<file path="src/sv/ole_pkg.sv">
`timescale 1ns / 1ps

package ole_pkg;

  // Sizing of the list and of the word fields.
  localparam int CAPACITY    = 16;
  localparam int VALUE_W     = 32;
  localparam int MODE_W      = 3;
  localparam int POS_W       = 5;
  localparam int STATUS_W    = 2;
  localparam int COUNT_OUT_W = 5;
  localparam int IDX_W       = $clog2(CAPACITY);
  localparam int CNT_W       = $clog2(CAPACITY + 1);
  localparam int CMP_W       = (CNT_W > POS_W) ? CNT_W : POS_W;

  // Request modes carried by an input word.
  typedef enum logic [MODE_W-1:0] {
    MODE_APPEND    = 3'd0,
    MODE_DEL_HEAD  = 3'd1,
    MODE_DEL_TAIL  = 3'd2,
    MODE_DEL_POS   = 3'd3,
    MODE_DEL_VALUE = 3'd4,
    MODE_LIST      = 3'd5
  } mode_t;

  // Status codes carried by an output word.
  typedef enum logic [STATUS_W-1:0] {
    ST_OK       = 2'd0,
    ST_EMPTY    = 2'd1,
    ST_FULL     = 2'd2,
    ST_NOTFOUND = 2'd3
  } status_t;

  // Sequencer states.
  typedef enum logic [2:0] {
    S_IDLE,
    S_EXEC,
    S_SHIFT,
    S_SCAN,
    S_LIST,
    S_EMIT
  } state_t;

  // One access to the entry store: an optional write and a read address.
  typedef struct packed {
    logic                      we;
    logic [IDX_W-1:0]          waddr;
    logic signed [VALUE_W-1:0] wdata;
    logic [IDX_W-1:0]          raddr;
  } mem_req_t;

endpackage

</file>
<file path="src/sv/ole_store.sv">
`timescale 1ns / 1ps

module ole_store (
  input  logic                               clk,
  input  ole_pkg::mem_req_t                  req,
  output logic signed [ole_pkg::VALUE_W-1:0] rdata
);

  logic signed [ole_pkg::VALUE_W-1:0] entries [ole_pkg::CAPACITY];

  // One write port and one registered read port.
  always_ff @(posedge clk) begin
    if (req.we) begin
      entries[req.waddr] <= req.wdata;
    end
    rdata <= entries[req.raddr];
  end

endmodule

</file>
<file path="src/sv/ordered_list_engine.sv">
`timescale 1ns / 1ps

// Channel   Handshake               Payload
// ------    ---------------------   ------------------------------------
// input     in_valid / in_stall     mode, value, position
// output    out_valid / out_stall   status, item_value, count, last
//
// A request's word is taken and then decoded in S_EXEC; a removal, a search or a
// listing then walks the entry store at one entry per cycle, a listing only while
// the output is not stalled; the single store read port and the one comparator set that rate.
// A listing gives one output word per entry, each held until it is taken.
// in_stall is high from acceptance until the last output word is loaded.
// Synchronous reset empties the list; stored values are not cleared.

module ordered_list_engine (
  input  logic                                   clk,
  input  logic                                   rst,
  input  logic                                   in_valid,
  output logic                                   in_stall,
  input  logic [ole_pkg::MODE_W-1:0]             mode,
  input  logic signed [ole_pkg::VALUE_W-1:0]     value,
  input  logic [ole_pkg::POS_W-1:0]              position,
  output logic                                   out_valid,
  input  logic                                   out_stall,
  output logic [ole_pkg::STATUS_W-1:0]           status,
  output logic signed [ole_pkg::VALUE_W-1:0]     item_value,
  output logic [ole_pkg::COUNT_OUT_W-1:0]        count,
  output logic                                   last
);

  localparam int CNT_W = ole_pkg::CNT_W;
  localparam int IDX_W = ole_pkg::IDX_W;
  localparam int CMP_W = ole_pkg::CMP_W;

  ole_pkg::state_t                    state, state_next;
  ole_pkg::mode_t                     req_mode;
  logic signed [ole_pkg::VALUE_W-1:0] req_value;
  logic [ole_pkg::POS_W-1:0]          req_position;
  logic [IDX_W-1:0]                   ptr, ptr_next;
  logic [CNT_W-1:0]                   entry_count, entry_count_next;
  ole_pkg::status_t                   pend, pend_next;
  ole_pkg::mem_req_t                  mem_req;
  logic signed [ole_pkg::VALUE_W-1:0] rdata;

  logic                               in_take;
  logic                               out_free;
  logic                               load;
  ole_pkg::status_t                   load_status;
  logic signed [ole_pkg::VALUE_W-1:0] load_item;
  logic                               load_last;

  logic                               is_empty;
  logic                               is_full;
  logic                               pos_ok;
  logic                               rm_ok;
  logic [IDX_W-1:0]                   rm_idx;
  logic                               rm_more;
  logic [CNT_W-1:0]                   ptr_c1;
  logic [CNT_W-1:0]                   ptr_c2;
  logic                               scan_more;
  logic                               hit;
  logic [CNT_W+ole_pkg::COUNT_OUT_W-1:0] count_wide;

  ole_store u_store (
    .clk   (clk),
    .req   (mem_req),
    .rdata (rdata)
  );

  assign in_stall = (state != ole_pkg::S_IDLE);
  assign in_take  = in_valid && !in_stall;
  assign out_free = !out_valid || !out_stall;

  // Shared conditions of the sequencer.
  assign is_empty  = (entry_count == '0);
  assign is_full   = (entry_count == CNT_W'(ole_pkg::CAPACITY));
  assign pos_ok    = (req_position != '0) &&
                     (CMP_W'(req_position) <= CMP_W'(entry_count));
  assign rm_ok     = (req_mode == ole_pkg::MODE_DEL_HEAD) || pos_ok;
  assign rm_idx    = (req_mode == ole_pkg::MODE_DEL_HEAD) ? '0 :
                     IDX_W'(req_position - ole_pkg::POS_W'(1));
  assign rm_more   = ((CNT_W'(rm_idx) + CNT_W'(1)) < entry_count);
  assign ptr_c1    = CNT_W'(ptr) + CNT_W'(1);
  assign ptr_c2    = CNT_W'(ptr) + CNT_W'(2);
  assign scan_more = (ptr_c1 < entry_count);
  assign hit       = (rdata == req_value);

  // Request capture.
  always_ff @(posedge clk) begin
    if (in_take) begin
      req_mode     <= ole_pkg::mode_t'(mode);
      req_value    <= value;
      req_position <= position;
    end
  end

  // Sequencer and list registers.
  always_ff @(posedge clk) begin
    if (rst) begin
      state       <= ole_pkg::S_IDLE;
      entry_count <= '0;
      ptr         <= '0;
      pend        <= ole_pkg::ST_OK;
    end else begin
      state       <= state_next;
      entry_count <= entry_count_next;
      ptr         <= ptr_next;
      pend        <= pend_next;
    end
  end

  // Next state.
  always_comb begin
    state_next = state;
    unique case (state)
      ole_pkg::S_IDLE: begin
        if (in_take) state_next = ole_pkg::S_EXEC;
      end
      ole_pkg::S_EXEC: begin
        case (req_mode)
          ole_pkg::MODE_DEL_HEAD, ole_pkg::MODE_DEL_POS: begin
            if (!is_empty && rm_ok && rm_more) state_next = ole_pkg::S_SHIFT;
            else                               state_next = ole_pkg::S_EMIT;
          end
          ole_pkg::MODE_DEL_VALUE: begin
            state_next = is_empty ? ole_pkg::S_EMIT : ole_pkg::S_SCAN;
          end
          ole_pkg::MODE_LIST: begin
            state_next = is_empty ? ole_pkg::S_EMIT : ole_pkg::S_LIST;
          end
          default: state_next = ole_pkg::S_EMIT;
        endcase
      end
      ole_pkg::S_SCAN: begin
        if (hit) state_next = scan_more ? ole_pkg::S_SHIFT : ole_pkg::S_EMIT;
        else if (!scan_more) state_next = ole_pkg::S_EMIT;
      end
      ole_pkg::S_SHIFT: begin
        if (ptr_c2 >= entry_count) state_next = ole_pkg::S_EMIT;
      end
      ole_pkg::S_LIST: begin
        if (out_free && !scan_more) state_next = ole_pkg::S_IDLE;
      end
      ole_pkg::S_EMIT: begin
        if (out_free) state_next = ole_pkg::S_IDLE;
      end
      default: state_next = ole_pkg::S_IDLE;
    endcase
  end

  // Datapath control: store access, pointer, count and output loading.
  always_comb begin
    ptr_next         = ptr;
    entry_count_next = entry_count;
    pend_next        = pend;
    mem_req.we       = 1'b0;
    mem_req.waddr    = ptr;
    mem_req.wdata    = rdata;
    mem_req.raddr    = ptr;
    load             = 1'b0;
    load_status      = pend;
    load_item        = '0;
    load_last        = 1'b1;
    unique case (state)
      ole_pkg::S_EXEC: begin
        pend_next = ole_pkg::ST_OK;
        case (req_mode)
          ole_pkg::MODE_APPEND: begin
            if (is_full) begin
              pend_next = ole_pkg::ST_FULL;
            end else begin
              mem_req.we       = 1'b1;
              mem_req.waddr    = IDX_W'(entry_count);
              mem_req.wdata    = req_value;
              entry_count_next = entry_count + CNT_W'(1);
            end
          end
          ole_pkg::MODE_DEL_HEAD, ole_pkg::MODE_DEL_POS: begin
            if (is_empty) begin
              pend_next = ole_pkg::ST_EMPTY;
            end else if (!rm_ok) begin
              pend_next = ole_pkg::ST_NOTFOUND;
            end else begin
              ptr_next      = rm_idx;
              mem_req.raddr = IDX_W'(CNT_W'(rm_idx) + CNT_W'(1));
              if (!rm_more) entry_count_next = entry_count - CNT_W'(1);
            end
          end
          ole_pkg::MODE_DEL_TAIL: begin
            if (is_empty) pend_next = ole_pkg::ST_EMPTY;
            else          entry_count_next = entry_count - CNT_W'(1);
          end
          ole_pkg::MODE_DEL_VALUE, ole_pkg::MODE_LIST: begin
            ptr_next      = '0;
            mem_req.raddr = '0;
            if (is_empty) pend_next = ole_pkg::ST_EMPTY;
          end
          default: ;
        endcase
      end
      ole_pkg::S_SCAN: begin
        // Compare the entry read last cycle; on a match the shift starts there.
        mem_req.raddr = IDX_W'(ptr_c1);
        if (hit) begin
          pend_next = ole_pkg::ST_OK;
          if (!scan_more) entry_count_next = entry_count - CNT_W'(1);
        end else if (scan_more) begin
          ptr_next = IDX_W'(ptr_c1);
        end else begin
          pend_next = ole_pkg::ST_NOTFOUND;
        end
      end
      ole_pkg::S_SHIFT: begin
        // Move the following entry down one place and read the next one.
        mem_req.we    = 1'b1;
        mem_req.waddr = ptr;
        mem_req.wdata = rdata;
        mem_req.raddr = IDX_W'(ptr_c2);
        ptr_next      = IDX_W'(ptr_c1);
        if (ptr_c2 >= entry_count) entry_count_next = entry_count - CNT_W'(1);
      end
      ole_pkg::S_LIST: begin
        // Hold the read address while the output is full, so the data stays.
        load_status = ole_pkg::ST_OK;
        load_item   = rdata;
        load_last   = !scan_more;
        if (out_free) begin
          load = 1'b1;
          if (scan_more) begin
            ptr_next      = IDX_W'(ptr_c1);
            mem_req.raddr = IDX_W'(ptr_c1);
          end
        end
      end
      ole_pkg::S_EMIT: begin
        load = out_free;
      end
      default: ;
    endcase
  end

  // Output register.
  assign count_wide = {{ole_pkg::COUNT_OUT_W{1'b0}}, entry_count};

  always_ff @(posedge clk) begin
    if (rst) begin
      out_valid <= 1'b0;
    end else if (load) begin
      out_valid <= 1'b1;
    end else if (!out_stall) begin
      out_valid <= 1'b0;
    end
  end

  always_ff @(posedge clk) begin
    if (load) begin
      status     <= load_status;
      item_value <= load_item;
      count      <= count_wide[ole_pkg::COUNT_OUT_W-1:0];
      last       <= load_last;
    end
  end

  // The list never holds more than its capacity.
  a_count_bound: assert property (@(posedge clk) disable iff (rst)
    entry_count <= CNT_W'(ole_pkg::CAPACITY))
    else $error("entry count above capacity");

  // The count moves by exactly one, and only while a mutating request runs.
  a_count_step: assert property (@(posedge clk) disable iff (rst)
    (entry_count != $past(entry_count)) |->
      ((entry_count == $past(entry_count) + CNT_W'(1)) ||
       (entry_count == $past(entry_count) - CNT_W'(1))) &&
      (($past(state) == ole_pkg::S_EXEC) || ($past(state) == ole_pkg::S_SCAN) ||
       ($past(state) == ole_pkg::S_SHIFT)))
    else $error("entry count changed outside a removal or append");

  // A word that is not the last of its request only comes from a listing in progress.
  a_more_in_list: assert property (@(posedge clk) disable iff (rst)
    (out_valid && !last) |-> (state == ole_pkg::S_LIST))
    else $error("non-final word outside a listing");

endmodule
</file>
<file path="config.mk">
export PLATFORM = sky130hd
export DESIGN_NAME = ordered_list_engine
export DESIGN_NICKNAME = d
export VERILOG_FILES = /design/src/sv/ole_pkg.sv /design/src/sv/ole_store.sv /design/src/sv/ordered_list_engine.sv
export SDC_FILE = /design/constraint.sdc
export NUM_CORES = 1
export LEC_CHECK = 0
export ABC_AREA = 1
export BUFFER_PORTS_ARGS = -buffer_cell sky130_fd_sc_hd__buf_2
export CELL_PAD_IN_SITES_DETAIL_PLACEMENT = 2
export CELL_PAD_IN_SITES_GLOBAL_PLACEMENT = 2
export CORE_MARGIN = 2
export CORE_UTILIZATION = 40
export DETAILED_ROUTE_END_ITERATION = 16
export GPL_ROUTABILITY_DRIVEN = 0
export HOLD_SLACK_MARGIN = 0.08
export PLACE_DENSITY_LB_ADDON = 0.1
export SYNTH_ARGS = -nofsm -noshare
export SYNTH_HDL_FRONTEND = slang
export SYNTH_SLANG_ARGS = --single-unit
</file>
<file path="constraint.sdc">
create_clock -name clk -period 4.2 [get_ports clk]
set_input_delay 0.42 -clock clk [delete_from_list [all_inputs] [get_ports clk]]
set_output_delay 0.42 -clock clk [all_outputs]
set_load 0.01 [all_outputs]
</file>
### Yosys cells after proc, flatten, opt, wreduce, memory -nomap -nowiden

Memories as Yosys holds them, arrays and structs flattened. A register that Yosys moved wholly into a read port is not among the register bits.
Cells that the tools add are included.

| storage, ports and cells | value |
|---|---|
| register bits after elaboration | 95 |
| memory bits (writable) | 512 |
| input bits | 44 |
| word-level logic and storage cells | 129 |
| memories | 1 |

Memory list:

| memory | words | width | rd ports | clocked after Yosys merged registers in | write ports | RTL line | source |
|---|---|---|---|---|---|---|---|
| u_store.entries | 16 | 32 | 1 | 1 | 1 | ole_store.sv:9 | `logic signed [ole_pkg::VALUE_W-1:0] entries [ole_pkg::CAPACITY];` |

| operators by class | value |
|---|---|
| add/subtract/negate cells | 6 |
| $lt $le $gt $ge | 4 |
| eq/ne operators | 28 |
| multiplexer cells | 51 |
| reduce and logical (&&, ||, !) cells | 27 |

Operator list:

| operator | count |
|---|---|
| two-way mux 37 bit | 2 |
| one-hot mux 37 bit (2 select lines) | 1 |
| two-way mux 5 bit | 8 |
| equality test 32 bit | 1 |
| two-way mux 4 bit | 8 |
| one-hot mux 4 bit (4 select lines) | 2 |
| one-hot mux 5 bit (3 select lines) | 2 |
| two-way mux 3 bit | 9 |
| inequality test 3 bit, second input constant | 6 |
| one-hot mux 3 bit (6 select lines) | 1 |
| one-hot mux 4 bit (2 select lines) | 2 |
| inequality test 2 bit, second input constant | 7 |
| equality test 3 x 2 -> 1 bit, second input constant | 4 |
| equality test 3 bit, second input constant | 4 |
| adder 4 x 1 -> 5 bit, second input constant | 2 |
| less-than comparator 5 bit | 2 |
| two-way mux 2 bit | 5 |
| AND reduction 10 bit | 1 |
| AND reduction 5 bit | 2 |
| one-hot mux 3 bit (3 select lines) | 1 |
| two-way mux 1 bit | 7 |
| equality test 3 x 1 -> 1 bit, second input constant | 2 |
| logical NOT 3 bit | 2 |
| one-hot mux 2 bit (3 select lines) | 1 |
| 23 further kinds | 34 |

### Depth between registers and ports, before layout

Gate-level depths: netlist of the first run.

| logic depth | value |
|---|---|
| depth in word-level cells | 9 |
| depth in mapped cells | 24 |

### Hierarchy

From an unflattened synthesis of the first run, not the netlist that was laid out.

| unflattened totals | value |
|---|---|
| cells, all modules | 2879 |
| area total of the unflattened synthesis | 28710.0 sq um |

By module, submodules not included:

| module | instances | cells an instance | area an instance (sq um) |
|---|---|---|---|
| ole_store | 1 | 2120 | 22744.3 |
| ordered_list_engine | 1 | 759 | 5965.7 |

### Least setup slack after synthesis of the first run

Ideal clock, no wire load.

| timing | value |
|---|---|
| path kind | register -> register |
| start | reg state[2] |
| end | mem u_store.entries[13][0] (netlist bit), enable pin |
| library setup time | 0.421 ns |
| arrival | 3.149 ns |
| required time | 3.779 ns |
| slack | 0.630 ns |
| cell stages (with the launch flop) | 9 |
| path buffers | 1 |
| cells stage by stage | dfxtp_1 clkbuf_2 nor2_1 inv_2 nor2_2 nand4_1 o21ai_0 nand3_1 nor2_1 |

| on the way | value |
|---|---|
| cells in the longest elaborated chain, start to end | 4 |
| elaborated cells between the ends (all ways) | 5 |
| classes of those cells | 2 x eq/ne; 3 x mux |

Ends and longest elaborated chain:

| element | RTL line | source |
|---|---|---|
| from (decl) | ordered_list_engine.sv:35 | `ole_pkg::state_t state, state_next;` |
| from (signal assigned) | ordered_list_engine.sv:100 | `state <= ole_pkg::S_IDLE;` |
| from (signal assigned) | ordered_list_engine.sv:105 | `state <= state_next;` |
| equality test 3 x 2 -> 1 bit or equality test 3 x 1 -> 1 bit (tied branches) | ordered_list_engine.sv:164 | `unique case (state)` |
| one-hot mux 37 bit (2 select lines) * | ordered_list_engine.sv:164 |  |
| two-way mux 1 bit | ole_store.sv:13 | `if (req.we) begin` |
| two-way mux 1 bit (not written as such) | ole_store.sv:14 | `entries[req.waddr] <= req.wdata;` |
| to (decl) | ole_store.sv:9 |  |

Every way passes the cells marked *; elsewhere a longest branch is shown, timed or not.

### Worst setup path in the final report of the first run

| timing | value |
|---|---|
| start | reg ptr[0] |
| end | reg u_store.rdata[3] (netlist bit) (read register of u_store.entries) |

| on the way | value |
|---|---|
| cells in the longest elaborated chain, start to end | 5 |
| elaborated cells between the ends (all ways) | 9 |
| classes of those cells | 2 x add/sub; 1 x order compare; 6 x mux |

Ends and longest elaborated chain:

| element | RTL line | source |
|---|---|---|
| from (decl) | ordered_list_engine.sv:39 | `logic [IDX_W-1:0] ptr, ptr_next;` |
| from (signal assigned) | ordered_list_engine.sv:107 | `ptr <= ptr_next;` |
| adder 4 x 1 -> 5 bit | ordered_list_engine.sv:83 | `assign ptr_c1 = CNT_W'(ptr) + CNT_W'(1);` |
| less-than comparator 5 bit | ordered_list_engine.sv:85 | `assign scan_more = (ptr_c1 < entry_count);` |
| two-way mux 4 bit (2 in series) | -- |  |
| one-hot mux 4 bit (4 select lines) * | ordered_list_engine.sv:164 |  |
| to (decl) | ole_store.sv:6 | `output logic signed [ole_pkg::VALUE_W-1:0] rdata` |

Marks and branches as above.
A chain may end at the register's enable or synchronous reset.

==> insert_results.sql, run 1 <==
INSERT INTO impl_metrics (metric_group, metric, value, unit) VALUES
('clock_tree', 'clk_path_buf_depth', '3', ''),
('clock_tree', 'tritoncts.num_buffers', '73', ''),
('die', 'die_w', '270.6', 'um'),
('critical_path', 'r2r-end', 'u_store.rdata[3]$_DFF_P_', ''),
('detailed_routing', 'ant_nets_after_route', '0', ''),
('detailed_routing', 'drt_pass1_iterations', '5', ''),
('clock_tree', 'cts.clk_slew.worst_paths', '0.06', 'ns'),
('die', 'io_pins', '86', ''),
('pwr', 'power_per_cell_area', '875.3', 'mW/mm^2'),
('layout', 'seq_area', '0.01872', 'mm^2'),
('critical_path', 'cp.depth', '18', ''),
('sta', 'relSlewSlack', '13.71', '%'),
('critical_path', 'critPathCapture', 'u_store.rdata[3]$_DFF_P_', ''),
('sta', 'finalWorstPathRequiredPeriod', '3.830', 'ns'),
('run', 'drv_cap', '0', ''),
('sta', 'final.setup.tns', '0', 'ns'),
('layout', 'area_grow_syn2layout', '17.68', '%'),
('sta', 'tightestPinTransition', '1.294', 'ns'),
('yosys', 'average_size_of_a_mapped_cell', '10.37', 'um^2'),
('die', 'start_util', '40.53', '%'),
('yosys', 'postSynthRegisterBits', '639', ''),
('critical_path', 'critical_path.endpoint_type', 'flip-flop', ''),
('global_routing', 'antenna_found_initial', '0', ''),
('sta', 'final.period_utilization', '91.18', '%'),
('sta', 'final-hold-violation-count', '0', ''),
('detailed_routing', 'drt_iter0_markers', '1866', ''),
('pwr', 'worst_ir_drop_vdd', '671.8', 'uV'),
('critical_path', 'critical_path.n_buffers_inverters', '3', ''),
('global_routing', 'grt_max_degree', '87', ''),
('critical_path', 'crit_type', 'reg -> reg', ''),
('global_routing', 'grt_util_all_layers', '27.82', '%'),
('global_routing', 'grt_pass1_wl', '153600', 'um'),
('placement', 'dpl.hpwl', '59110', 'um'),
('pwr', 'power', '0.02929', 'W'),
('critical_path', 'regToRegSetupSlack', '0.37', 'ns'),
('die', 'core_outline_area', '0.07015', 'mm^2'),
('detailed_routing', 'wire_per_inst', '26.26', 'um'),
('critical_path', 'worstPathRequired', '4.74', 'ns'),
('critical_path', 'max_stage_delay', '0.42', 'ns'),
('critical_path', 'r2r-start', 'ptr[0]$_SDFFE_PP0P_', ''),
('clock_tree', 'clock_tree_from_tritoncts', 'built', ''),
('yosys', 'netlist_instances', '2743', ''),
('sta', 'final_max_slew_viol_count', '0', ''),
('die', 'floorplan.die_area', '0.07323', 'mm^2'),
('yosys', 'synthesis.yosys.warnings', '0', ''),
('layout', 'fill_cells', '7180', ''),
('hold_path', 'worst_hold_path_type', 'in -> reg', ''),
('die', 'die_h', '270.6', 'um'),
('sta', 'max_freq', '261.1', 'MHz'),
('critical_path', 'critical-path-top-delay-family', 'simple AND/OR/NAND/NOR gates', ''),
('detailed_routing', 'routed_wl', '102100', 'um'),
('detailed_routing', 'drt_drc_violations_left', '0', ''),
('critical_path', 'crit_path_start_kind', 'flip-flop', ''),
('layout', 'drive_above_1_share', '10.92', '%'),
('sta', 'setup_viol_count_final', '0', ''),
('layout', 'final_net_count', '2961', ''),
('critical_path', 'critical_path.cell_chain', 'ha_1 -> xor2_1 -> ha_1 -> nand2_1 -> inv_1 -> o21ai_1 -> nand3_1 -> buf_4 -> o21ai_0 -> nand2_1 -> a21oi_1 -> nand2_1 -> o21ai_4 -> clkbuf_16 -> nand3_1 -> nand3_1 -> nand3_1 -> nand2_1', ''),
('die', 'core.rowCount', '97', ''),
('yosys', 'synth_sequential_area_ratio', '65.83', '%'),
('yosys', 'syn_nets', '2812', ''),
('placement', 'buffer_ports.inserted', '85', ''),
('critical_path', 'cp-startpoint', 'ptr[0]$_SDFFE_PP0P_', ''),
('layout', 'insertedDiodeCount', '0', ''),
('yosys', 'netlist-cell-type-count', '40', ''),
('status', 'status', 'complete, no violations', ''),
('critical_path', 'critical-path-slowest-cell', 'sky130_fd_sc_hd__dfxtp_2', ''),
('sta', 'skew', '0.02555', 'ns'),
('sta', 'rsz_0062_raised_after_global_routing', 'false', ''),
('clock_tree', 'numClockSinks', '639', ''),
('detailed_routing', 'vias', '21460', ''),
('pwr', 'leak', '13.74', 'nW'),
('clock_tree', 'clk_latency', '0.63', 'ns'),
('global_routing', 'grt_pass1_vias', '23850', ''),
('yosys', 'synth.cell_area', '0.02843', 'mm^2'),
('clock_tree', 'htree_num_levels', '3', ''),
('critical_path', 'timing.critical_path.arrival', '4.37', 'ns'),
('detailed_routing', 'post_drt_via_cell_ratio', '5.518', ''),
('critical_path', 'rr_worst_depth', '18', ''),
('layout', 'multiInputGateArea', '0.007624', 'mm^2'),
('clock_tree', 'clock-root-buffer', 'sky130_fd_sc_hd__clkbuf_16', ''),
('global_routing', 'grt-ovfl-total', '0', ''),
('critical_path', 'crit_fanout', '36', '');
[worst min path at each step]
stage | startpoint | end | slack [ns] | cells after the start
2_1_floorplan | entry_count[2]$_SDFFE_PP0P_ | count[2]$_DFFE_PP_ | 0.41 | 0
3_3_place_gp | pend[1]$_SDFFE_PP0P_ | pend[1]$_SDFFE_PP0P_ | 0.47 | 2
3_5_place_dp | pend[1]$_SDFFE_PP0P_ | pend[1]$_SDFFE_PP0P_ | 0.48 | 2
4_1_cts | value[13] | req_value[13]$_DFFE_PP_ | 0.09 | 1
5_1_grt | value[13] | req_value[13]$_DFFE_PP_ | 0.09 | 1
6_report | value[13] | req_value[13]$_DFFE_PP_ | 0.11 | 1
[metal layers]
| metal | vias up | part of all wire, % | global-route usage, % |
|---|---|---|---|
| li1 | 9516 | - | - |
| met5 | - | 0 | 0 |
| met3 | 165 | 3.9 | 2.938 |
| met2 | 518 | 50 | 48.31 |
| met1 | 11260 | 44 | 36.86 |
| met4 | 0 | 2.7 | 8.084 |
[state kept, by name, summed over array words and instances (netlist names)]
signal,count
item_value,32
u_store.entries,512
last,1
req_mode,3
req_value,32
out_valid,1
ptr,4
req_position,5
entry_count,5
status,2
u_store.rdata,32
pend,2
count,5
state,3
[cell families after synthesis]
kind of cell | after synthesis | synth area share, %
buffers and inverters | 579 | 8.119
flip-flops | 639 | 65.83
AO/OA/AOI/OAI | 110 | 2.148
AND/OR/NAND/NOR | 1358 | 21.80
multiplexers | 2 | 0.07921
XOR/XNOR | 30 | 0.9241
adder cells (fa/ha/maj) | 25 | 1.100
[cell type report]
cell class                 count  area share [%]
clock buffer                 101           6.084
timing repair buffer         219           5.890
multi-input combinational   1525           22.78
clock inverter                31          0.9087
tap                          940           3.515
inverter                     434           4.869
sequential                   639           55.95
[Yosys cell counts]
master | number | area share (%)
sky130_fd_sc_hd__nand3_1 | 600 | 11
sky130_fd_sc_hd__edfxtp_1 | 592 | 63
sky130_fd_sc_hd__nand2_1 | 540 | 7.1
sky130_fd_sc_hd__inv_1 | 428 | 5.7
sky130_fd_sc_hd__nor2_1 | 119 | 1.6
sky130_fd_sc_hd__buf_2 | 100 | 1.8
sky130_fd_sc_hd__nand3b_1 | 67 | 1.8
sky130_fd_sc_hd__a21oi_1 | 48 | 0.84
sky130_fd_sc_hd__dfxtp_1 | 47 | 3.3
sky130_fd_sc_hd__clkbuf_1 | 37 | 0.49
sky130_fd_sc_hd__o21ai_0 | 36 | 0.63
sky130_fd_sc_hd__ha_1 | 25 | 1.1
sky130_fd_sc_hd__xnor2_1 | 24 | 0.74
sky130_fd_sc_hd__nand4_1 | 14 | 0.31
sky130_fd_sc_hd__inv_2 | 6 | 0.079
sky130_fd_sc_hd__nor3_1 | 6 | 0.11
sky130_fd_sc_hd__xor2_1 | 6 | 0.18
sky130_fd_sc_hd__nand2_2 | 5 | 0.11
sky130_fd_sc_hd__o211ai_1 | 5 | 0.13
sky130_fd_sc_hd__buf_1 | 4 | 0.053
sky130_fd_sc_hd__o21ai_1 | 4 | 0.070
sky130_fd_sc_hd__o221ai_1 | 4 | 0.12
sky130_fd_sc_hd__nor4_1 | 3 | 0.066
sky130_fd_sc_hd__a211oi_1 | 2 | 0.053
sky130_fd_sc_hd__a31oi_1 | 2 | 0.044
sky130_fd_sc_hd__buf_4 | 2 | 0.053
sky130_fd_sc_hd__clkbuf_2 | 2 | 0.035
sky130_fd_sc_hd__mux2_2 | 2 | 0.079
sky130_fd_sc_hd__o22ai_1 | 2 | 0.044
sky130_fd_sc_hd__a21boi_0 | 1 | 0.026
sky130_fd_sc_hd__a221o_1 | 1 | 0.035
sky130_fd_sc_hd__a22oi_1 | 1 | 0.026
sky130_fd_sc_hd__a31o_2 | 1 | 0.031
sky130_fd_sc_hd__nand3_4 | 1 | 0.062
sky130_fd_sc_hd__nor2_2 | 1 | 0.022
sky130_fd_sc_hd__nor2_8 | 1 | 0.070
sky130_fd_sc_hd__o21a_1 | 1 | 0.026
sky130_fd_sc_hd__o21ai_2 | 1 | 0.031
sky130_fd_sc_hd__o31ai_1 | 1 | 0.026
sky130_fd_sc_hd__or2_1 | 1 | 0.022
[per-stage QoR]
step | worst slack [ns] | instances | area, um^2 | util [%] | hold WS [ns]
3_5_place_dp | 0.2383 | 3716 | 30690 | 43.75 | 0.4810
6_report | 0.3704 | 3889 | 33460 | 47.70 | 0.1087
3_3_place_gp | 0.4335 | 3716 | 30690 | 43.75 | 0.4659
2_1_floorplan | 0.6295 | 2743 | 28430 | - | 0.4074
5_1_grt | 0.05372 | 3889 | 33460 | 47.70 | 0.08510
4_1_cts | 0.1904 | 3887 | 33420 | 47.64 | 0.09245
[cell usage in the layout (no fill, tap or decap), drive strengths merged, types with 47 or more instances in the layout]
cell and n:
dfxtp 47, inv 434, nand2 545, nand3 601, nand3b 67, edfxtp 592
nor2 121, clkbuf 102, buf 179, a21oi 48
[report_power, final]
part,internal (W),switching [W]
sequential,0.00834,0.000505
clock,0.00375,0.00265
combinational,0.00401,0.0100
[repair_timing]
| action | in CTS | in global routing |
|---|---|---|
| endpoints found under the hold margin | 39 | 0 |
| gates resized for setup | 0 | 6 |
| setup buffers | 0 | 0 |
| setup endpoints to repair | 0 | 32 |
| hold buffers | 39 | 0 |
Power figures use the tool's default switching activity.
==> run 2, diff against run 1 <==
==> constraint.sdc (replaced) <==
create_clock -name clk -period 4.4 [get_ports clk]
set_input_delay 0.44 -clock clk [delete_from_list [all_inputs] [get_ports clk]]
set_output_delay 0.44 -clock clk [all_outputs]
set_load 0.01 [all_outputs]
==> run 2 against run 1 <==
Setup slack improved by 0.055 ns. Final cell count fell by 0.13%. Sequential power fell by 4.6%. Die area did not move. Count of clock-buffer cells in the layout rose by 2. Sequential share of layout area rose by 0.23 points. Hold slack got worse by 0.0035 ns. Via count fell by 0.72%. Sequential cell count did not move. Clock power fell by 6.1%. Routed wire length fell by 0.51%. Non-clock buffer count fell by 8.
==> insert_results.sql, run 2 (synthesis gave the netlist of run 1 again) <==
INSERT INTO impl_metrics (metric_group, metric, value, unit) VALUES
('status', 'status', 'complete, no violations', ''),
('global_routing', 'grt_max_degree', '97', ''),
('sta', 'setup_viol_count_final', '0', ''),
('detailed_routing', 'drt_drc_violations_left', '0', ''),
('critical_path', 'crit_path_start_kind', 'flip-flop', ''),
('critical_path', 'cp-startpoint', 'ptr[1]$_SDFFE_PP0P_', ''),
('clock_tree', 'tritoncts.num_buffers', '75', ''),
('hold_path', 'worst_hold_startpoint', 'value[13]', ''),
('pwr', 'leak', '13.66', 'nW'),
('sta', 'relSlewSlack', '23.07', '%'),
('layout', 'drive_above_1_share', '10.57', '%'),
('clock_tree', 'clk_path_buf_depth', '3', ''),
('pwr', 'power', '0.02764', 'W'),
('detailed_routing', 'vias', '21300', ''),
('global_routing', 'antenna_found_initial', '0', ''),
('detailed_routing', 'post_drt_via_cell_ratio', '5.485', ''),
('sta', 'final.period_utilization', '90.34', '%'),
('global_routing', 'grt-ovfl-total', '0', ''),
('layout', 'final_core_utilization', '47.50', '%'),
('die', 'die_w', '270.6', 'um'),
('critical_path', 'critical-path-slowest-cell', 'sky130_fd_sc_hd__dfxtp_1', ''),
('detailed_routing', 'drt_pass1_iterations', '5', ''),
('sta', 'final-hold-violation-count', '0', ''),
('critical_path', 'worstPathRequired', '4.96', 'ns'),
('critical_path', 'r2r-end', 'u_store.rdata[14]$_DFF_P_', ''),
('die', 'io_pins', '86', ''),
('global_routing', 'grt_util_all_layers', '27.83', '%'),
('critical_path', 'timing.critical_path.mode_cell', 'sky130_fd_sc_hd__nand2_1', ''),
('layout', 'post-route-cell-area', '0.03332', 'mm^2'),
('layout', 'mostFrequentLayoutCells', 'sky130_fd_sc_hd__nand3_1, sky130_fd_sc_hd__edfxtp_1, sky130_fd_sc_hd__nand2_1, sky130_fd_sc_hd__inv_1, sky130_fd_sc_hd__nor2_1', ''),
('sta', 'rsz_0062_raised_after_global_routing', 'false', ''),
('layout', 'flip_flop_count_of_the_largest_register_all_copies_and_words_added', '512', ''),
('sta', 'finalWorstPathRequiredPeriod', '3.975', 'ns'),
('sta', 'final.setup.tns', '0', 'ns'),
('layout', 'final_common_cell', 'sky130_fd_sc_hd__nand3_1', ''),
('detailed_routing', 'drt_iter0_markers', '1629', ''),
('layout', 'final_net_count', '2955', ''),
('critical_path', 'critical_path.cell_chain', 'ha_1 -> xor2_1 -> ha_1 -> nand2_1 -> inv_1 -> o21ai_1 -> nand3_2 -> o21ai_1 -> nand2_1 -> a21oi_1 -> nand2_1 -> o21ai_4 -> buf_12 -> nand3_1 -> nand3_1 -> nand3_1 -> nand2_1', ''),
('critical_path', 'rr_worst_depth', '17', ''),
('placement', 'placedInstanceArea', '0.03059', 'mm^2'),
('clock_tree', 'cts.clk_slew.worst_paths', '0.06', 'ns'),
('sta', 'tightestPinTransition', '1.151', 'ns'),
('critical_path', 'max_stage_delay', '0.50', 'ns'),
('die', 'core_outline_area', '0.07015', 'mm^2'),
('global_routing', 'grt_pass1_wl', '152900', 'um'),
('critical_path', 'crit_type', 'reg -> reg', ''),
('clock_tree', 'post_cts_repair_timing_setup_buffer_count', '0', ''),
('global_routing', 'grt_pass1_vias', '23990', ''),
('sta', 'max_freq', '251.6', 'MHz'),
('critical_path', 'critical_path.endpoint_type', 'flip-flop', ''),
('detailed_routing', 'routed_wl', '101600', 'um'),
('sta', 'hold-worst-slack', '0.1052', 'ns'),
('die', 'floorplan.die_area', '0.07323', 'mm^2'),
('critical_path', 'critical-path-top-delay-family', 'simple AND/OR/NAND/NOR gates', ''),
('detailed_routing', 'wire_per_inst', '26.16', 'um'),
('critical_path', 'r2r-start', 'ptr[1]$_SDFFE_PP0P_', ''),
('critical_path', 'critPathCapture', 'u_store.rdata[14]$_DFF_P_', ''),
('critical_path', 'critical_path.n_buffers_inverters', '2', ''),
('layout', 'area_grow_syn2layout', '17.19', '%'),
('die', 'start_util', '40.53', '%'),
('layout', 'largest-register', 'u_store.entries', ''),
('critical_path', 'regToRegSetupSlack', '0.43', 'ns'),
('clock_tree', 'numClockSinks', '639', ''),
('critical_path', 'crit_fanout', '68', ''),
('die', 'die_h', '270.6', 'um'),
('sta', 'final_max_slew_viol_count', '0', ''),
('sta', 'skew', '0.02474', 'ns'),
('clock_tree', 'clk_latency', '0.63', 'ns'),
('die', 'core.rowCount', '97', ''),
('clock_tree', 'htree_num_levels', '3', ''),
('clock_tree', 'clock_tree_from_tritoncts', 'built', ''),
('pwr', 'worst_ir_drop_vdd', '675.9', 'uV'),
('critical_path', 'cp.depth', '17', ''),
('detailed_routing', 'ant_nets_after_route', '0', ''),
('run', 'drv_cap', '0', ''),
('placement', 'dpl.hpwl', '57660', 'um'),
('placement', 'buffer_ports.inserted', '85', ''),
('hold_path', 'worst_hold_path_type', 'in -> reg', ''),
('pwr', 'power_per_cell_area', '829.6', 'mW/mm^2'),
('clock_tree', 'clock-root-buffer', 'sky130_fd_sc_hd__clkbuf_16', ''),
('critical_path', 'timing.critical_path.arrival', '4.53', 'ns');
-- run 2: metrics by stage --
| step | cells | worst slack (ns) |
|---|---|---|
| final | 3884 | 0.4252 |
| after global routing | 3883 | 0.09682 |
| after CTS | 3882 | 0.1136 |
| after detailed placement | 3709 | 0.1316 |
| after global placement | 3709 | 0.2585 |
| after floorplan | 2743 | 0.8295 |
-- run 2: worst min-delay path by stage --
stage | to | slack [ns] | cells after the start
final | req_value[13]$_DFFE_PP_ | 0.11 | 1
after global routing | req_value[13]$_DFFE_PP_ | 0.09 | 1
after CTS | req_value[13]$_DFFE_PP_ | 0.09 | 1
after detailed placement | pend[1]$_SDFFE_PP0P_ | 0.47 | 2
after global placement | pend[1]$_SDFFE_PP0P_ | 0.47 | 2
after floorplan | count[2]$_DFFE_PP_ | 0.41 | 0
-- run 2: cell type report --
| cell class | instances | area (um^2) |
|---|---|---|
| sequential | 639 | 18720 |
| tap | 940 | 1176 |
| fill | 7244 | 36830 |
| timing repair buffer | 211 | 1844 |
| antenna | 1 | 2.502 |
| multi-input combinational | 1525 | 7629 |
| clock buffer | 103 | 2095 |
| inverter | 434 | 1635 |
| clock inverter | 31 | 220.2 |
-- run 2: power breakdown --
group / internal, W / switching, W
Combinational: 0.00373 / 0.00948
Clock: 0.00345 / 0.00256
Sequential: 0.00795 / 0.000476
-- run 2: repair_timing --
| item | 4_1_cts | 5_1_grt |
|---|---|---|
| resized for setup | 0 | 8 |
| hold endpoints to repair | 39 | 0 |
| setup endpoints to repair | 0 | 32 |
| hold buffers | 39 | 0 |
-- run 2: layer usage --
metal  vias up  global-route usage (%)  wire [um]
met3       177                   3.151       4604
met1     11080                   35.82      43190
met2       538                   49.26      51180
li1       9506                       -          -
met5         -                       0          0
met4         0                   8.360       2633
==> run 3, diff against run 2 <==
--- a/config.mk
+++ b/config.mk
@@ -15,6 +15,7 @@
 export GPL_ROUTABILITY_DRIVEN = 0
 export HOLD_SLACK_MARGIN = 0.08
 export PLACE_DENSITY_LB_ADDON = 0.1
+export SLEW_MARGIN = 20
 export SYNTH_ARGS = -nofsm -noshare
 export SYNTH_HDL_FRONTEND = slang
 export SYNTH_SLANG_ARGS = --single-unit
==> constraint.sdc (replaced) <==
create_clock -name clk -period 4.4 [get_ports clk]
set_input_delay 0.88 -clock clk [delete_from_list [all_inputs] [get_ports clk]]
set_output_delay 0.88 -clock clk [all_outputs]
set_load 0.01 [all_outputs]
==> run 3 against run 2 <==
Largest power group unchanged. Critical path depth is 2 higher. Die area unchanged. Clock skew fell by 0.011 ns. Hold slack gained 0.33 ns. Via count is 0.29% lower. Fmax barely moved. Largest cell class unchanged.
==> insert_results.sql, run 3 (synthesis gave the netlist of run 1 again) <==
INSERT INTO impl_metrics (metric_group, metric, value, unit) VALUES
('detailed_routing', 'drt_pass1_iterations', '5', ''),
('clock_tree', 'post_cts_repair_timing_setup_buffer_count', '0', ''),
('clock_tree', 'cts.clk_slew.worst_paths', '0.06', 'ns'),
('pwr', 'worst_ir_drop_vdd', '815.1', 'uV'),
('pwr', 'leak', '13.61', 'nW'),
('detailed_routing', 'drt_drc_violations_left', '0', ''),
('global_routing', 'grt_util_all_layers', '27.46', '%'),
('die', 'die_h', '270.6', 'um'),
('detailed_routing', 'vias', '21240', ''),
('pwr', 'power_switching_share', '44.68', '%'),
('clock_tree', 'clock-root-buffer', 'sky130_fd_sc_hd__clkbuf_16', ''),
('run', 'drv_cap', '0', ''),
('detailed_routing', 'wire_per_inst', '26.17', 'um'),
('pwr', 'combPwrFrac', '47.0', '%'),
('global_routing', 'grt-ovfl-total', '0', ''),
('critical_path', 'crit_fanout', '34', ''),
('layout', 'multiInputGateArea', '0.007632', 'mm^2'),
('layout', 'final_common_cell', 'sky130_fd_sc_hd__nand3_1', ''),
('sta', 'setup_viol_count_final', '0', ''),
('global_routing', 'antenna_found_initial', '2', ''),
('layout', 'seq_area', '0.01872', 'mm^2'),
('detailed_routing', 'routed_wl', '100700', 'um'),
('sta', 'relSlewSlack', '36.71', '%'),
('critical_path', 'crit_path_start_kind', 'flip-flop', ''),
('placement', 'buffer_ports.inserted', '85', ''),
('die', 'start_util', '40.53', '%'),
('critical_path', 'worstPathRequired', '4.97', 'ns'),
('detailed_routing', 'post_drt_via_cell_ratio', '5.519', ''),
('clock_tree', 'clk_latency', '0.62', 'ns'),
('die', 'die_w', '270.6', 'um'),
('critical_path', 'timing.critical_path.arrival', '4.54', 'ns'),
('sta', 'skew', '0.01339', 'ns'),
('sta', 'max_freq', '251.6', 'MHz'),
('die', 'io_pins', '86', ''),
('sta', 'finalWorstPathRequiredPeriod', '3.975', 'ns'),
('placement', 'dpl.hpwl', '56860', 'um'),
('sta', 'final-hold-violation-count', '0', ''),
('status', 'status', 'complete, no violations', ''),
('layout', 'fill_cells', '7219', ''),
('clock_tree', 'hold_buffers', '0', ''),
('detailed_routing', 'drt_iter0_markers', '1509', ''),
('pwr', 'seq_power_share', '29.9', '%'),
('pwr', 'power.net_switching', '0.01258', 'W'),
('clock_tree', 'clk_path_buf_depth', '3', ''),
('die', 'core.rowCount', '97', ''),
('layout', 'flip_flop_count_of_the_largest_register_all_copies_and_words_added', '512', ''),
('pwr', 'power_frac_clock', '23.1', '%'),
('global_routing', 'grt_max_degree', '97', ''),
('pwr', 'power_per_cell_area', '848.8', 'mW/mm^2'),
('layout', 'mostFrequentLayoutCells', 'sky130_fd_sc_hd__nand3_1, sky130_fd_sc_hd__edfxtp_1, sky130_fd_sc_hd__nand2_1, sky130_fd_sc_hd__inv_1, sky130_fd_sc_hd__nor2_1', ''),
('layout', 'final_core_utilization', '47.28', '%'),
('critical_path', 'rr_worst_depth', '19', ''),
('die', 'core_outline_area', '0.07015', 'mm^2'),
('global_routing', 'grt_pass1_vias', '23290', ''),
('sta', 'final.setup.tns', '0', 'ns'),
('clock_tree', 'numClockSinks', '639', ''),
('sta', 'final.period_utilization', '90.34', '%'),
('critical_path', 'critical_path.endpoint_type', 'flip-flop', ''),
('hold_path', 'worst_hold_path_type', 'in -> reg', ''),
('layout', 'final_net_count', '2916', ''),
('die', 'floorplan.die_area', '0.07323', 'mm^2'),
('layout', 'area_grow_syn2layout', '16.66', '%'),
('detailed_routing', 'ant_nets_after_route', '0', ''),
('global_routing', 'grt_pass1_wl', '150400', 'um'),
('clock_tree', 'htree_num_levels', '3', ''),
('sta', 'rsz_0062_raised_after_global_routing', 'false', ''),
('hold_path', 'whs_path_depth', '1', ''),
('layout', 'drive_above_1_share', '11.11', '%'),
('sta', 'hold-worst-slack', '0.4302', 'ns'),
('sta', 'final_max_slew_viol_count', '0', ''),
('pwr', 'power', '0.02815', 'W'),
('layout', 'largest-register', 'u_store.entries', ''),
('clock_tree', 'clock_tree_from_tritoncts', 'built', ''),
('clock_tree', 'tritoncts.num_buffers', '75', ''),
('critical_path', 'crit_type', 'reg -> reg', ''),
('sta', 'tightestPinTransition', '0.9470', 'ns'),
('pwr', 'p_int', '0.01557', 'W');
## run 3: changes by cell type in the layout (fill, tap and decap cells not counted), sizes merged
cell         before  now
dlygate4sd3      39    0
bufinv            2    9
clkinv           24   22
clkinvlp          2    4
buf             172  171
clkbuf          103  102
inv             437  436
## run 3: power groups by stage
| stage | Sequential (W) | Clock, W | Combinational [W] |
|---|---|---|---|
| global route | 0.00844 | 0.00681 | 0.0145 |
| floorplan | 0.00835 | 0 | 0.00812 |
| global placement | 0.00849 | 0 | 0.0124 |
| finish | 0.00842 | 0.00649 | 0.0132 |
| CTS | 0.00840 | 0.00660 | 0.0132 |
| detailed placement | 0.00852 | 0 | 0.0130 |
## run 3: metal layers
metal | GRT usage, % | up-vias | wire [um] | part of all wire (%)
met3 | 3.169 | 193 | 4630 | 4.6
met1 | 35.86 | 11080 | 43130 | 43
met5 | 0 | - | 0 | 0
li1 | - | 9413 | - | -
met2 | 47.70 | 555 | 50100 | 50
met4 | 8.796 | 0 | 2867 | 2.8
## run 3: cell type report
cell class / instances / area share, %
timing repair buffer: 172 / 4.432
multi-input combinational: 1525 / 23.01
tap: 940 / 3.546
clock buffer: 101 / 6.330
antenna: 1 / 0.007545
inverter: 434 / 4.930
sequential: 639 / 56.43
clock inverter: 37 / 1.309
## run 3: final timing paths
kind                   startpoint                        end  slack (ns)
max           ptr[1]$_SDFFE_PP0P_  u_store.rdata[25]$_DFF_P_        0.43
min                     value[15]    req_value[15]$_DFFE_PP_        0.43
max reg2reg   ptr[1]$_SDFFE_PP0P_  u_store.rdata[25]$_DFF_P_        0.43
min reg2reg  pend[1]$_SDFFE_PP0P_       pend[1]$_SDFFE_PP0P_        0.49
## run 3: through the flow
| step | instances | area [um^2] | setup WS, ns |
|---|---|---|---|
| final | 3849 | 33170 | 0.4252 |
| after detailed placement | 3709 | 30590 | 0.1480 |
| after global placement | 3709 | 30590 | 0.2565 |
| after CTS | 3847 | 33130 | 0.1072 |
| after global routing | 3848 | 33170 | 0.09350 |
| after floorplan | 2743 | 28430 | 0.8295 |
## run 3: what timing repair did
action,CTS,global route
endpoints found under the setup margin,0,32
endpoints found under the hold margin,0,0
resized for setup,0,10
## run 3: critical path, cell delays in order, from the launching register on
cell,delay (ns)
sky130_fd_sc_hd__dfxtp_1,0.53
sky130_fd_sc_hd__ha_1,0.24
sky130_fd_sc_hd__nand2_1,0.09
sky130_fd_sc_hd__o21ai_1,0.27
sky130_fd_sc_hd__inv_1,0.11
sky130_fd_sc_hd__ha_1,0.29
sky130_fd_sc_hd__nand2_1,0.07
sky130_fd_sc_hd__inv_1,0.05
sky130_fd_sc_hd__o21ai_1,0.09
sky130_fd_sc_hd__nand3_2,0.23
sky130_fd_sc_hd__o21ai_1,0.29
sky130_fd_sc_hd__nand2_1,0.12
sky130_fd_sc_hd__a21oi_1,0.32
sky130_fd_sc_hd__nand2_1,0.16
sky130_fd_sc_hd__o21ai_4,0.19
sky130_fd_sc_hd__buf_6,0.41
sky130_fd_sc_hd__nand3_1,0.16
sky130_fd_sc_hd__nand3_1,0.11
sky130_fd_sc_hd__nand3_1,0.08
sky130_fd_sc_hd__nand2_1,0.08
